[src/sv/gbss_pkg.sv]
`default_nettype none
package gbss_pkg;

	localparam int PIX_W = 8;
	localparam int SUM_W = 12;
	localparam int POS_W = 5;
	localparam int PAD_W = 4;
	localparam int CFG_IDX_W = 1;

	localparam logic [PIX_W-1:0] PIX_MAX = 8'd255;
	localparam logic [SUM_W-1:0] SUM_MAX = 12'd4095;
	localparam logic [POS_W-1:0] POS_MAX = 5'd30 + 5'd1;

	localparam logic [CFG_IDX_W-1:0] REG_BOLD_ENABLE = 1'd0;
	localparam logic [CFG_IDX_W-1:0] REG_PAD_WIDTH = 1'd1;

	typedef struct packed {
		logic [PIX_W-1:0] out_pixel;
		logic row_done;
		logic last;
	} res_t;

endpackage
`default_nettype wire

[src/sv/gbss_cell.sv]
`default_nettype none
module gbss_cell #(
	parameter int IDX = 0,
	parameter int IW = 4
) (
	input wire logic clk,
	input wire logic shift,
	input wire logic [gbss_pkg::PIX_W-1:0] d,
	input wire logic [IW-1:0] tap_sel,
	output logic [gbss_pkg::PIX_W-1:0] q,
	output logic [gbss_pkg::PIX_W-1:0] tap_data
);

	logic [gbss_pkg::PIX_W-1:0] data_q;

	always_ff @(posedge clk) begin
		if (shift) begin
			data_q <= d;
		end
	end

	assign q = data_q;
	assign tap_data = (tap_sel == IW'(IDX)) ? data_q : '0;

endmodule
`default_nettype wire

[src/sv/gbss_outq.sv]
`default_nettype none
module gbss_outq (
	input wire logic clk,
	input wire logic arst_n,
	input wire logic push,
	input wire gbss_pkg::res_t push_data,
	output logic space,
	output logic out_valid,
	input wire logic out_ready,
	output gbss_pkg::res_t out_data
);

	gbss_pkg::res_t mem [2];
	logic wr_ptr_q;
	logic rd_ptr_q;
	logic [1:0] count_q;
	logic pop;

	assign pop = out_valid && out_ready;
	assign space = (count_q != 2'd2);
	assign out_valid = (count_q != 2'd0);
	assign out_data = mem[rd_ptr_q];

	always_ff @(posedge clk) begin
		if (push) begin
			mem[wr_ptr_q] <= push_data;
		end
	end

	always_ff @(posedge clk or negedge arst_n) begin
		if (!arst_n) begin
			wr_ptr_q <= 1'b0;
			rd_ptr_q <= 1'b0;
			count_q <= 2'd0;
		end else begin
			if (push) begin
				wr_ptr_q <= ~wr_ptr_q;
			end
			if (pop) begin
				rd_ptr_q <= ~rd_ptr_q;
			end
			if (push && !pop) begin
				count_q <= count_q + 2'd1;
			end else if (pop && !push) begin
				count_q <= count_q - 2'd1;
			end
		end
	end

	a_count_range: assert property (@(posedge clk) disable iff (!arst_n)
		count_q != 2'd3) else $error("Output queue count out of range.");
	a_no_overflow: assert property (@(posedge clk) disable iff (!arst_n)
		push |-> (count_q != 2'd2)) else $error("Output queue written while full.");

endmodule
`default_nettype wire

[src/sv/glyph_bold_sliding_sum_top.sv]
// Channel | Direction | Signals                          | Contents
// s       | in        | s_tvalid s_tready s_tdata s_tlast | pixel, row_end
// m       | out       | m_tvalid m_tready m_tdata m_tlast m_tuser | out_pixel, row_done, last
// cfg     | in        | cfg_valid cfg_ready cfg_index cfg_data | register writes
// One pixel is accepted per cycle while the output queue has room.
// In bold mode a row-end pixel is followed by a flush of one zero pixel per pad
// position, in which no pixel is accepted; a row of w pixels gives w + pad results.
// A result leaves through a two-entry output queue; a stalled consumer halts the chain.
// Reset clears the window sum, the row position and the flush counter, and sets
// bold_enable and pad_width to 1; the history cells are not cleared.
`default_nettype none
module glyph_bold_sliding_sum_top #(
	parameter int MAX_PAD = 15
) (
	input wire logic clk,
	input wire logic arst_n,
	input wire logic s_tvalid,
	output logic s_tready,
	input wire logic [7:0] s_tdata, // [7:0] pixel
	input wire logic s_tlast,
	output logic m_tvalid,
	input wire logic m_tready,
	output logic [7:0] m_tdata, // [7:0] out_pixel
	output logic m_tlast,
	output logic [0:0] m_tuser, // [0] last
	input wire logic cfg_valid,
	output logic cfg_ready,
	input wire logic [gbss_pkg::CFG_IDX_W-1:0] cfg_index,
	input wire logic [gbss_pkg::PAD_W-1:0] cfg_data
);

	localparam int EFF_PAD = (MAX_PAD < 15) ? MAX_PAD : 15;
	localparam int NCELL = EFF_PAD + 1;
	localparam int IW = (NCELL > 1) ? $clog2(NCELL) : 1;

	logic bold_q;
	logic [gbss_pkg::PAD_W-1:0] pad_q;
	logic [gbss_pkg::SUM_W-1:0] sum_q;
	logic [gbss_pkg::POS_W-1:0] pos_q;
	logic [gbss_pkg::PAD_W-1:0] flush_rem_q;

	logic [gbss_pkg::PAD_W-1:0] pad_act;
	logic flushing;
	logic space;
	logic take;
	logic step;
	logic bold_step;
	logic end_now;
	logic [gbss_pkg::PIX_W-1:0] pix_in;
	logic [gbss_pkg::PIX_W-1:0] tap;
	logic do_sub;
	logic [gbss_pkg::SUM_W:0] add_sum;
	logic [gbss_pkg::SUM_W:0] sub_sum;
	logic [gbss_pkg::SUM_W-1:0] sum_new;
	gbss_pkg::res_t res;
	gbss_pkg::res_t out_res;

	logic [gbss_pkg::PIX_W-1:0] chain [NCELL+1];
	logic [gbss_pkg::PIX_W-1:0] taps [NCELL];

	assign cfg_ready = 1'b1;
	assign pad_act = (pad_q > gbss_pkg::PAD_W'(EFF_PAD)) ? gbss_pkg::PAD_W'(EFF_PAD) : pad_q;
	assign flushing = (flush_rem_q != '0);
	assign s_tready = space && !flushing;
	assign take = s_tvalid && s_tready;
	assign step = flushing ? space : take;
	assign bold_step = step && (bold_q || flushing);
	assign pix_in = flushing ? '0 : s_tdata;
	assign end_now = flushing ? (flush_rem_q == gbss_pkg::PAD_W'(1))
		: (s_tlast && (pad_act == '0));

	assign chain[0] = pix_in;

	for (genvar i = 0; i < NCELL; i++) begin : g_cell
		gbss_cell #(
			.IDX(i),
			.IW(IW)
		) u_cell (
			.clk(clk),
			.shift(bold_step),
			.d(chain[i]),
			.tap_sel(pad_act[IW-1:0]),
			.q(chain[i+1]),
			.tap_data(taps[i])
		);
	end

	always_comb begin
		tap = '0;
		for (int i = 0; i < NCELL; i++) begin
			tap = tap | taps[i];
		end
	end

	always_comb begin
		do_sub = (pos_q > gbss_pkg::POS_W'(pad_act));
		add_sum = {1'b0, sum_q} + {{(gbss_pkg::SUM_W + 1 - gbss_pkg::PIX_W){1'b0}}, pix_in};
		if (!do_sub) begin
			sub_sum = add_sum;
		end else if ({{(gbss_pkg::SUM_W + 1 - gbss_pkg::PIX_W){1'b0}}, tap} > add_sum) begin
			sub_sum = '0;
		end else begin
			sub_sum = add_sum - {{(gbss_pkg::SUM_W + 1 - gbss_pkg::PIX_W){1'b0}}, tap};
		end
		sum_new = sub_sum[gbss_pkg::SUM_W] ? gbss_pkg::SUM_MAX : sub_sum[gbss_pkg::SUM_W-1:0];
	end

	always_comb begin
		if (bold_q || flushing) begin
			res.out_pixel = (sum_new > {4'd0, gbss_pkg::PIX_MAX}) ? gbss_pkg::PIX_MAX
				: sum_new[gbss_pkg::PIX_W-1:0];
			res.row_done = end_now;
			res.last = end_now || (!flushing && !s_tlast);
		end else begin
			res.out_pixel = s_tdata;
			res.row_done = s_tlast;
			res.last = 1'b1;
		end
	end

	always_ff @(posedge clk or negedge arst_n) begin
		if (!arst_n) begin
			bold_q <= 1'b1;
			pad_q <= gbss_pkg::PAD_W'(1);
			sum_q <= '0;
			pos_q <= '0;
			flush_rem_q <= '0;
		end else begin
			if (cfg_valid && cfg_ready) begin
				unique case (cfg_index)
					gbss_pkg::REG_BOLD_ENABLE: bold_q <= cfg_data[0];
					gbss_pkg::REG_PAD_WIDTH: pad_q <= cfg_data;
					default: ;
				endcase
			end
			if (bold_step) begin
				if (end_now) begin
					sum_q <= '0;
					pos_q <= '0;
				end else begin
					sum_q <= sum_new;
					if (pos_q != gbss_pkg::POS_MAX) begin
						pos_q <= pos_q + gbss_pkg::POS_W'(1);
					end
				end
				if (flushing) begin
					flush_rem_q <= flush_rem_q - gbss_pkg::PAD_W'(1);
				end else if (s_tlast) begin
					flush_rem_q <= pad_act;
				end
			end else if (step) begin
				sum_q <= '0;
				pos_q <= '0;
			end
		end
	end

	gbss_outq u_outq (
		.clk(clk),
		.arst_n(arst_n),
		.push(step),
		.push_data(res),
		.space(space),
		.out_valid(m_tvalid),
		.out_ready(m_tready),
		.out_data(out_res)
	);

	assign m_tdata = out_res.out_pixel;
	assign m_tlast = out_res.row_done;
	assign m_tuser = out_res.last;

	a_no_take_in_flush: assert property (@(posedge clk) disable iff (!arst_n)
		flushing |-> !s_tready) else $error("Pixel accepted during a row flush.");
	a_more_follows: assert property (@(posedge clk) disable iff (!arst_n)
		(step && !res.last) |=> flushing) else $error("Missing flush after a row end.");
	a_row_cleared: assert property (@(posedge clk) disable iff (!arst_n)
		(bold_step && end_now) |=> (sum_q == '0 && pos_q == '0 && !flushing))
		else $error("Row state not cleared after the row end.");

endmodule
`default_nettype wire

[config.mk]
export PLATFORM = sky130hd
export DESIGN_NAME = glyph_bold_sliding_sum_top
export DESIGN_NICKNAME = d
export VERILOG_FILES = /design/src/sv/gbss_pkg.sv /design/src/sv/gbss_cell.sv /design/src/sv/gbss_outq.sv /design/src/sv/glyph_bold_sliding_sum_top.sv
export SDC_FILE = /design/constraint.sdc
export NUM_CORES = 1
export LEC_CHECK = 0
export BUFFER_PORTS_ARGS = -buffer_cell sky130_fd_sc_hd__buf_2
export CORE_UTILIZATION = 55
export DETAILED_ROUTE_END_ITERATION = 6
export HOLD_SLACK_MARGIN = 0.03
export PLACE_DENSITY = 0.75
export SETUP_SLACK_MARGIN = 0.1
export SLEW_MARGIN = 10
export SYNTH_ARGS = -nofsm -noshare
export SYNTH_HDL_FRONTEND = slang
export SYNTH_HIERARCHICAL = 1
export SYNTH_SLANG_ARGS = --single-unit
export TNS_END_PERCENT = 20
[constraint.sdc]
create_clock -name clk -period 8.91 [get_ports clk]
set_input_delay 0.891 -clock clk [delete_from_list [all_inputs] [get_ports clk]]
set_output_delay 0.891 -clock clk [all_outputs]
set_load 0.05 [all_outputs]
==> run metrics <==
setup bufs post-CTS=0; critical path peak fanout=11; Initial Util=between 50% and 60%; IO Pins=32; Critical Path End Type=flop; WL per Instance=19.72 µm; I/O Buffers=30; final setup vio count=0; Core ar.=approximately 15000 µm²; Final Skew=~0.014 ns; pwr dens=430.2 nW/µm²; P_leak=3.902 nW; Root Buffer=clkbuf_16; drt first pass iters=5; Cell Area, Synth=8810 µm²; Num Clock Sinks=about 180; Max-Cap Viols=0; commonest non-fill, non-tap cell in the layout=edfxtp_1; placer congestion estimate=slightly below 0.9; #FFs+latches synth=about 180; RSZ-0062 raised after global routing=false; Async SR Flop Fraction=between 10% and 20%; Worst Tran Pin Value=0.9902 ns; final hold vios=0; All-Layer GR Usage=23.90%; die width=128.6 µm; Routed WL=18.48 mm; cts repair resizes=0; via/cell ratio=~6.0; pre-CTS setup slack=4.025 ns; Synth cell types=72; antenna viol nets, final=0; setup tns final=0 ns; Slew HR=33.98%; storage element area=5197 µm²; most frequent cells in the layout=edfxtp_1, and2_2, and2_1, nor4_1, buf_2; # fillers=1149; via count=5624; Clock transition at path regs=0.07 ns; Final HPWL DP=13.19 mm; Worst EP arrival=5.06 ns; via count of the first global-routing pass=5693; status=completed; met2 wire length=between 9 and 10 mm; Syn Inst Count=667; initial antenna violation count=0; Area Growth Syn to Fin=11.31%; crit share post-route=55.39%; Num CTS Buffers=17; grt ovf=0; final instance area=9806 µm²; pin count of the biggest net entering global routing=82; crit path launch type=flop; drc violations=0; Antenna Cells=0; CP required=9.04 ns; Most used DFF post-synth=edfxtp_1; final slew viol count=0; Post-DP Area=slightly above 9000 µm²; Post-CTS Hold Buffers=0; fin crit period=4.935 ns; final worst-path setup slack=3.975 ns; area of the multi-input gates=3522 µm²; Hold/Removal Path Class=flop to flop; maximum clock frequency=0.2026 GHz; Seq/Total Area, Yosys=59.00%; worst setup path class=flop to flop; Final nets=760; clk_lat worst skew=0.43 ns; Synth Warn #=6; maximum resistive drop on vdd=0.3077 mV; Met3 Wirelength=851 µm; dpl cells=905; first-pass GRT wire length=29.95 mm; die area=roughly 17000 µm²; total power=0.004218 W; chip height=approximately 130 µm; Mapped Nets=714; 1st-iter DRT viols=492; Rows=45; total routed wire length on the met1 layer=7.995 mm; CTS tree=done; number of synthesized flops with an enable pin=148; top layer in use=met4; non-filler cells, final=937; # H-tree levels=4; CTS Buffer Depth=2; layout cells sized above 1=27.13%; Synth Area per Inst=13.21 µm²
-- cells by family (layout without fill, tap and decap cells) --
group                      count (synthesis)  count (layout)  share of synthesized area [%]
AOI/OAI and AO/OA                        110             110                          9.048
xor gates and xnor gates                  18              18                          1.875
adders and majority gates                 28              28                          4.147
buffers and inverters                     23              82                          1.108
DFF                                      178             178                          59.00
muxes                                     20              20                          2.528
other                                      1               1                        0.04257
and+or+nand+nor                          289             289                          22.26
-- cell usage after synthesis (3+ instances only) --
master / number / area [µm²]
a22o_1: 5 / 43.79
nor4b_4: 4 / 95.09
ha_1: 26 / 325.3
a21boi_0: 5 / 37.54
nand4_1: 3 / 18.77
nor2_1: 28 / 105.1
nand2_1: 24 / 90.09
inv_1: 16 / 60.06
and4b_2: 4 / 45.04
nor4_1: 32 / 200.2
a21oi_1: 24 / 120.1
a211oi_1: 6 / 45.04
dfrtp_1: 28 / 700.7
nand3_1: 6 / 30.03
o21a_1: 5 / 37.54
and2_1: 52 / 325.3
o21ai_0: 16 / 80.08
clkbuf_1: 5 / 18.77
and4bb_2: 6 / 75.07
and3_1: 12 / 75.07
and2_2: 80 / 600.6
edfxtp_1: 148 / 4444
nand2b_1: 5 / 31.28
o31ai_1: 5 / 37.54
and4_1: 8 / 70.07
mux2_2: 18 / 202.7
a22oi_1: 4 / 30.03
xor2_1: 8 / 70.07
nor2b_1: 6 / 37.54
a21o_1: 8 / 60.06
xnor2_1: 9 / 78.83
a31oi_1: 6 / 37.54
nor3_1: 6 / 30.03
-- where the power goes --
group          internal, W  switching (W)
logic             0.000587        0.00108
clock network     0.000409       0.000332
registers          0.00158       0.000228
total              0.00257        0.00164
-- stage by stage --
stage / util (%) / hold slack, ns
finish: 63.56 / 0.4310
global placement: 59.79 / 0.4200
floorplan: - / 0.4173
CTS: 63.56 / 0.4337
detailed placement: 59.79 / 0.4227
global route: 63.56 / 0.4503
-- registers in the layout, summed over array words and instances, names as in the netlist --
name / flops
bold_q: 1
u_outq/mem: 20
u_outq/wr_ptr_q: 1
u_outq/rd_ptr_q: 1
pos_q: 5
flush_rem_q: 4
pad_q: 4
sum_q: 12
g_cell.u_cell/q: 128
u_outq/count_q: 2
-- path summary, 6_finish.rpt --
path	cells past startpoint	to	from	slack [ns]
worst max-delay path	16	u_outq/mem[0][2]$_DFFE_PP_	flush_rem_q[2]$_DFFE_PN0P_	3.97
worst min-delay path	0	g_cell[3].u_cell/q[5]$_DFFE_PP_	g_cell[2].u_cell/q[5]$_DFFE_PP_	0.43
worst max register to register	16	u_outq/mem[0][2]$_DFFE_PP_	flush_rem_q[2]$_DFFE_PN0P_	3.97
worst min register to register	0	g_cell[3].u_cell/q[5]$_DFFE_PP_	g_cell[2].u_cell/q[5]$_DFFE_PP_	0.43
max in group asynchronous	1	sum_q[1]$_DFFE_PN0P_	arst_n	7.91
min in group asynchronous	1	u_outq/count_q[1]$_DFFE_PN0P_	arst_n	0.52
-- critical path: stages, from the launching register on --
cell and delay (ns):
dfrtp_1 0.43, nor2_1 0.59, and3_1 0.33, ha_1 0.27, a211oi_1 0.41, o21ai_2 0.19
a21o_1 0.21, a21oi_1 0.18, xnor2_1 0.19, ha_1 0.32, o21ai_0 0.09, a21oi_1 0.07
nor3_2 0.33, mux2i_1 0.34, o211ai_2 0.16, a32oi_4 0.32, a31oi_1 0.19
-- cell type report --
cell class / instances / share of cell area (%)
tap: 211 / 2.692
sequential: 178 / 53.00
multi-input combinational: 466 / 35.92
clock buffer: 21 / 4.696
inverter: 16 / 0.6125
clock inverter: 11 / 1.238
timing repair buffer: 34 / 1.837
-- layer usage --
metal  vias up  track usage, %
met3        39           4.699
met5         -               0
met1      2795           31.41
met4         0           9.204
met2       185           39.36
li1       2605               -
Power figures use the tool's default switching activity.
